### src/design/tsb_pkg.sv
// shared types and constants for the texture sampler
`timescale 1ns / 1ps
package tsb_pkg;
   localparam int FRAC_BITS = 16;
   localparam int OUT_BITS = 16;

   typedef enum logic [1:0] {
      CSR_WIDTH = 2'd0,
      CSR_HEIGHT = 2'd1,
      CSR_FILTER = 2'd2
   } csr_index_type;

   typedef enum logic {
      CMD_WRITE = 1'b0,
      CMD_SAMPLE = 1'b1
   } command_type;

   typedef enum logic [2:0] {
      BK_IDLE,
      BK_READ,
      BK_WAIT,
      BK_MIX0,
      BK_MIX1,
      BK_DONE
   } back_state_type;
endpackage

### src/design/tsb_front.sv
// front end: accepts commands, computes texel coordinates and weights
`timescale 1ns / 1ps
module tsb_front #(
   parameter int XW = 8,
   parameter int YW = 8
) (
   input  logic                         clock,
   input  logic                         reset,
   input  logic                         in_valid,
   input  logic                         command,
   input  logic [15:0]                  frac_u,
   input  logic [15:0]                  frac_v,
   input  logic [XW:0]                  width_eff,
   input  logic [YW:0]                  height_eff,
   input  logic                         filter_mode,
   output logic                         out_valid,
   output logic [2*(XW+YW)+2*tsb_pkg::FRAC_BITS:0] out_data
);
   import tsb_pkg::*;
   localparam int SUW = FRAC_BITS + XW + 1;
   localparam int SVW = FRAC_BITS + YW + 1;

   logic           valid_ff;
   logic           mode_ff;
   logic [SUW-1:0] su_ff;
   logic [SVW-1:0] sv_ff;
   logic [XW:0]    w_ff;
   logic [YW:0]    h_ff;
   logic [SUW-1:0] su_in;
   logic [SVW-1:0] sv_in;
   logic [SUW-1:0] ru;
   logic [SVW-1:0] rv;
   logic [XW:0]    ix, x0, x1;
   logic [YW:0]    iy, y0, y1;
   logic [15:0]    wx, wy;

   assign su_in = SUW'(frac_u) * SUW'(width_eff);
   assign sv_in = SVW'(frac_v) * SVW'(height_eff);

   always_ff @(posedge clock) begin
      if (reset) begin
         valid_ff <= 1'b0;
      end else begin
         valid_ff <= in_valid && command == CMD_SAMPLE;
      end
      su_ff <= su_in;
      sv_ff <= sv_in;
      mode_ff <= filter_mode;
      w_ff <= width_eff;
      h_ff <= height_eff;
   end

   always_comb begin
      ru = su_ff + SUW'(16'h8000);
      rv = sv_ff + SVW'(16'h8000);
      wx = su_ff[15:0];
      wy = sv_ff[15:0];
      if (mode_ff) begin
         x0 = su_ff[SUW-1:16];
         y0 = sv_ff[SVW-1:16];
         if (x0 >= w_ff) x0 = '0;
         if (y0 >= h_ff) y0 = '0;
         x1 = (wx == 16'd0) ? x0 : x0 + 1'b1;
         y1 = (wy == 16'd0) ? y0 : y0 + 1'b1;
         if (x1 >= w_ff) x1 = '0;
         if (y1 >= h_ff) y1 = '0;
      end else begin
         ix = ru[SUW-1:16];
         iy = rv[SVW-1:16];
         if (ix >= w_ff) ix = '0;
         if (iy >= h_ff) iy = '0;
         x0 = ix;
         x1 = ix;
         y0 = iy;
         y1 = iy;
         wx = '0;
         wy = '0;
      end
      if (!mode_ff) begin
         ix = '0;
         iy = '0;
      end else begin
         ix = '0;
         iy = '0;
      end
   end

   assign out_valid = valid_ff;
   assign out_data = {mode_ff, x0[XW-1:0], x1[XW-1:0], y0[YW-1:0], y1[YW-1:0], wx, wy};
endmodule

### config.mk
export PLATFORM = sky130hd
export DESIGN_NAME = tsb_front
export DESIGN_NICKNAME = d
export VERILOG_FILES = /design/src/design/tsb_pkg.sv /design/src/design/tsb_front.sv
export SDC_FILE = /design/constraint.sdc
export NUM_CORES = 1
export LEC_CHECK = 0
export ABC_AREA = 1
export BUFFER_PORTS_ARGS = -buffer_cell sky130_fd_sc_hd__buf_2
export CAP_MARGIN = 10
export CORE_ASPECT_RATIO = 0.7
export CORE_UTILIZATION = 35
export CTS_CLUSTER_DIAMETER = 150
export DETAILED_ROUTE_END_ITERATION = 8
export HOLD_SLACK_MARGIN = 0.12
export PLACE_DENSITY = 0.57
export SETUP_SLACK_MARGIN = 0.4
export SLEW_MARGIN = 20
export SYNTH_ARGS = -nofsm -noshare
export SYNTH_HDL_FRONTEND = slang
export SYNTH_SLANG_ARGS = --single-unit
export TNS_END_PERCENT = 20
### constraint.sdc
create_clock -name clock -period 12.8 [get_ports clock]
set_input_delay 2.56 -clock clock [delete_from_list [all_inputs] [get_ports clock]]
set_output_delay 2.56 -clock clock [all_outputs]
set_load 0.02 [all_outputs]
==> results.md <==
- The primary flip-flop cell chosen by synthesis mapping is sky130_fd_sc_hd__dfxtp_1.
- Subtracting the final worst setup slack from the clock period gives 6720 ps.
- The number of different library cells in the post-synthesis netlist is 48.
- The number of primary I/O pins is 121.
- The synthesis-stage register bit count is 70.
- In this run the clock root is driven by a sky130_fd_sc_hd__clkbuf_16.
- At the end of routability-driven placement, the weighted congestion stood at 0.930.
- The highest clock frequency the design can meet is 149 MHz.
- The startpoint identified for the worst hold timing path is filter_mode.
- The path class of the lowest-slack min-delay path is in -> reg.
- The proportion of synthesized chip area in sequential cells is 10.1%.
- From left edge to right edge, the die measures 240 µm.
- The leftover overflow at the end of global routing is 0.
- After synthesis the cells add up to 13900 µm².
- The initial cell density of the core is 35.8%.
- The total area inside the core boundary comes to 38700 µm².
- For this design, the CTS-stage hold fixing added 0 buffers.
- The final design utilization is 39.2%.
- VDD sags by at most 0.0000948 V.
- The buffer levels on the longest clock path is 2.
- The count of final hold-check violations is 0.
- The final count of negative-setup-slack endpoints is 0.
- TritonCTS built the clock tree.
- The worst hold path terminates at mode_ff.
- The average instance area after synthesis is 7.12 µm².
- The critical setup path kind is reg -> out.
- The run finished with clean final reports.
- Along the worst hold path, the cell count comes to 1.
- The number of maximum-capacitance violations is 0.
- The detailed router's first-iteration violation count is 881.
- In this run the remaining antenna-violating nets after routing total 0.
- The layout has 4092 filler cells.
- The data arrival time of the worst path is 4160 ps.
- The post-detailed-route via-to-cell ratio is 4.73.
- The H-tree depth is 3.
- The initial antenna violation count was 0.
- The relative area change from synthesis to final layout is 9.43%.
- Of all flip-flops after synthesis, the portion carrying an async set or reset was 0%.
- The number of clock buffers inserted by TritonCTS is 9.
- Setup total negative slack on the finished layout was measured at 0 ps.
- The net count reported at finish is 2400.
- Buffers added to address setup during post-CTS repair amount to 0.
- The die outline area is 40400 µm².
- Leaving out filler cells and counting taps, the final layout contains 2533.
- Across all hold checks on the routed design, the worst slack comes to 2340 ps.
- Cells with a size suffix above 1 make up 8.87% of the layout.
- The synthesized netlist net count is 2346.
- The reported leakage power is 0.00925 µW.
- Entering global routing, the biggest net connects 35 pins.
- The count of input and output buffers is 120.
- The required time reported for the critical path endpoint is 10240 ps.
- Clock-pin slew was measured on the worst setup and hold paths at 60 ps.
- At the pin with the least slew margin, the transition time is 962 ps.
- The Yosys step of the flow raised 0 warnings.
- For this run, the detailed router's first-pass iteration total came to 5.
- The worst path uses 52.5% of the clock period.
- The count of inserted antenna diode cells is 0.
- The count of final max-slew check failures is 0.
- The launching element type of the critical path is a flop.
- The count of instances resized after the clock tree is built is 0.
- The clock sink count is 70.
- Power spread over the standard cell area amounts to 220 nW/µm².
- Across the whole layout, storage elements account for 1400 µm².
- The final layout contains routed wiring with a total length of 38800 µm.
- The first global-routing pass estimated 63700 µm of wire.
- The multi-input gate area in the final layout is 10100 µm².
- Detailed routing inserted a total of 12000 vias.
- The worst-path maximum fanout is 8.
- Setup repair after global routing left no endpoint under its margin.
- The remaining routing DRC violations is 0.
- The routed wire length per instance is 15.3 µm.
- The number of enable flip-flop cells after synthesis is 0.
- The overall die height is 169 µm.
- The critical path endpoint category is an output port.
- Headroom to the max-slew limit came out at 35.8%.
- Synthesis produced a netlist whose cell count is 1947.
- Detailed placement ended at an HPWL of 33000 µm.
- In this run, placement finished with an instance count of 2517.
- The via count of the first global-routing pass is 12100.
- The global routing usage summed across all routing layers is 20.0%.
- The standard-cell row count is 60.
## sequential cells by signal (all words and copies together), names as in the netlist
name	flops
su_ff	25
sv_ff	25
h_ff	9
w_ff	9
mode_ff	1
out_valid	1
## cells in the final DEF (no fill, tap or decap), types with 2 or more instances in the layout
cell type	instances
sky130_fd_sc_hd__nor3_1	16
sky130_fd_sc_hd__nand3b_1	4
sky130_fd_sc_hd__nor2_1	81
sky130_fd_sc_hd__o211ai_1	9
sky130_fd_sc_hd__o21a_1	2
sky130_fd_sc_hd__inv_1	528
sky130_fd_sc_hd__clkbuf_1	2
sky130_fd_sc_hd__nand4_2	2
sky130_fd_sc_hd__xnor2_1	18
sky130_fd_sc_hd__a21o_1	9
sky130_fd_sc_hd__xor2_1	35
sky130_fd_sc_hd__a211oi_2	2
sky130_fd_sc_hd__o21ai_0	32
sky130_fd_sc_hd__nand2_2	2
sky130_fd_sc_hd__o21bai_1	6
sky130_fd_sc_hd__o2111ai_1	5
sky130_fd_sc_hd__nor2_4	3
sky130_fd_sc_hd__a211oi_1	2
sky130_fd_sc_hd__clkbuf_16	9
sky130_fd_sc_hd__a21oi_2	4
sky130_fd_sc_hd__dfxtp_1	70
sky130_fd_sc_hd__nand2_1	505
sky130_fd_sc_hd__buf_2	120
sky130_fd_sc_hd__o21ai_1	12
sky130_fd_sc_hd__a31oi_1	4
sky130_fd_sc_hd__ha_1	146
sky130_fd_sc_hd__nor4_1	3
sky130_fd_sc_hd__inv_2	16
sky130_fd_sc_hd__a221oi_1	3
sky130_fd_sc_hd__clkinv_1	2
sky130_fd_sc_hd__nand3_1	56
sky130_fd_sc_hd__bufinv_16	3
sky130_fd_sc_hd__nand2_4	2
sky130_fd_sc_hd__nor2_2	5
sky130_fd_sc_hd__and2_1	2
sky130_fd_sc_hd__a21oi_1	54
sky130_fd_sc_hd__nand4_1	21
sky130_fd_sc_hd__fa_1	198
## worst max-delay path by stage
| stage | startpoint | to | cells past startpoint |
|---|---|---|---|
| floorplan | height_eff[0] | sv_ff[18] | 19 |
| global placement | width_eff[0] | su_ff[18] | 18 |
| detailed placement | width_eff[0] | su_ff[18] | 18 |
| CTS | su_ff[18] | out_data[55] | 22 |
| global route | su_ff[18] | out_data[53] | 22 |
| finish | su_ff[18] | out_data[55] | 22 |
## metrics by stage
step                      cell area, µm²  worst slack (ps)  total power (µW)
after floorplan                    13900              6100              2340
after global placement             14800              5930              3000
final                              15200              6080              3340
after detailed placement           14800              5870              3030
after CTS                          15200              6130              3340
after global routing               15200              5730              3730
## logic make-up after synthesis
group	Yosys count	share of synthesized area, %
AND/OR/NAND/NOR	708	21.4
buffers and inverters	624	16.9
adder cells (fa/ha/maj)	344	41.7
AO/OA/AOI/OAI	147	6.39
flip-flops	70	10.1
XOR/XNOR	54	3.46
## critical path: stages (launching register included)
cell and delay (ps):
sky130_fd_sc_hd__dfxtp_1 590, sky130_fd_sc_hd__ha_1 330, sky130_fd_sc_hd__nand2_1 70, sky130_fd_sc_hd__inv_1 40
sky130_fd_sc_hd__o21ai_1 160, sky130_fd_sc_hd__a21oi_2 90, sky130_fd_sc_hd__nor2_4 230, sky130_fd_sc_hd__nand3_2 150
sky130_fd_sc_hd__nor2_4 160, sky130_fd_sc_hd__nand3_1 160, sky130_fd_sc_hd__nor2_1 140, sky130_fd_sc_hd__nand2_1 60
sky130_fd_sc_hd__nand2_1 50, sky130_fd_sc_hd__inv_1 40, sky130_fd_sc_hd__ha_1 310, sky130_fd_sc_hd__nand2_1 110
sky130_fd_sc_hd__nor2_1 60, sky130_fd_sc_hd__nand3b_1 80, sky130_fd_sc_hd__o2111ai_1 120, sky130_fd_sc_hd__a211oi_2 480
sky130_fd_sc_hd__nand3_1 140, sky130_fd_sc_hd__nand2_1 90, sky130_fd_sc_hd__buf_2 170
## where the power goes
group	switching, µW	internal, µW
Combinational	1690	950
Clock	99.9	191
Sequential	90.8	319
## metal layers
layer	part of all wire [%]	track usage (%)
met5	0	0
met4	2.0	5.23
met3	7.8	3.29
met2	40	28.3
met1	51	30.9
## synthesized netlist by cell type, drive strengths merged (3+ instances only)
master	instances	area [µm²]
nand2	509	1930
xor2	36	323
dfxtp	70	1400
a21oi	59	322
o2111ai	5	43.8
a21o	9	67.6
nor2	89	369
nor3	17	96.4
o211ai	9	67.6
inv	544	2040
fa	198	3960
o21bai	6	45.0
o21ai	44	220
ha	146	1830
nand3	57	290
clkbuf	76	287
a221oi	3	26.3
xnor2	18	158
nor4	5	52.6
a211oi	4	40.0
nand3b	4	30.0
a31oi	4	25.0
nand4	24	178
## area by class of cell
cell class	count	share of cell area [%]
Clock buffer	11	1.53
Timing Repair Buffer	121	4.01
Inverter	546	13.5
Clock inverter	5	0.701
Tap cell	527	4.34
Multi-Input combinational cell	1253	66.7
Sequential cell	70	9.23
Power figures use the tool's default switching activity.
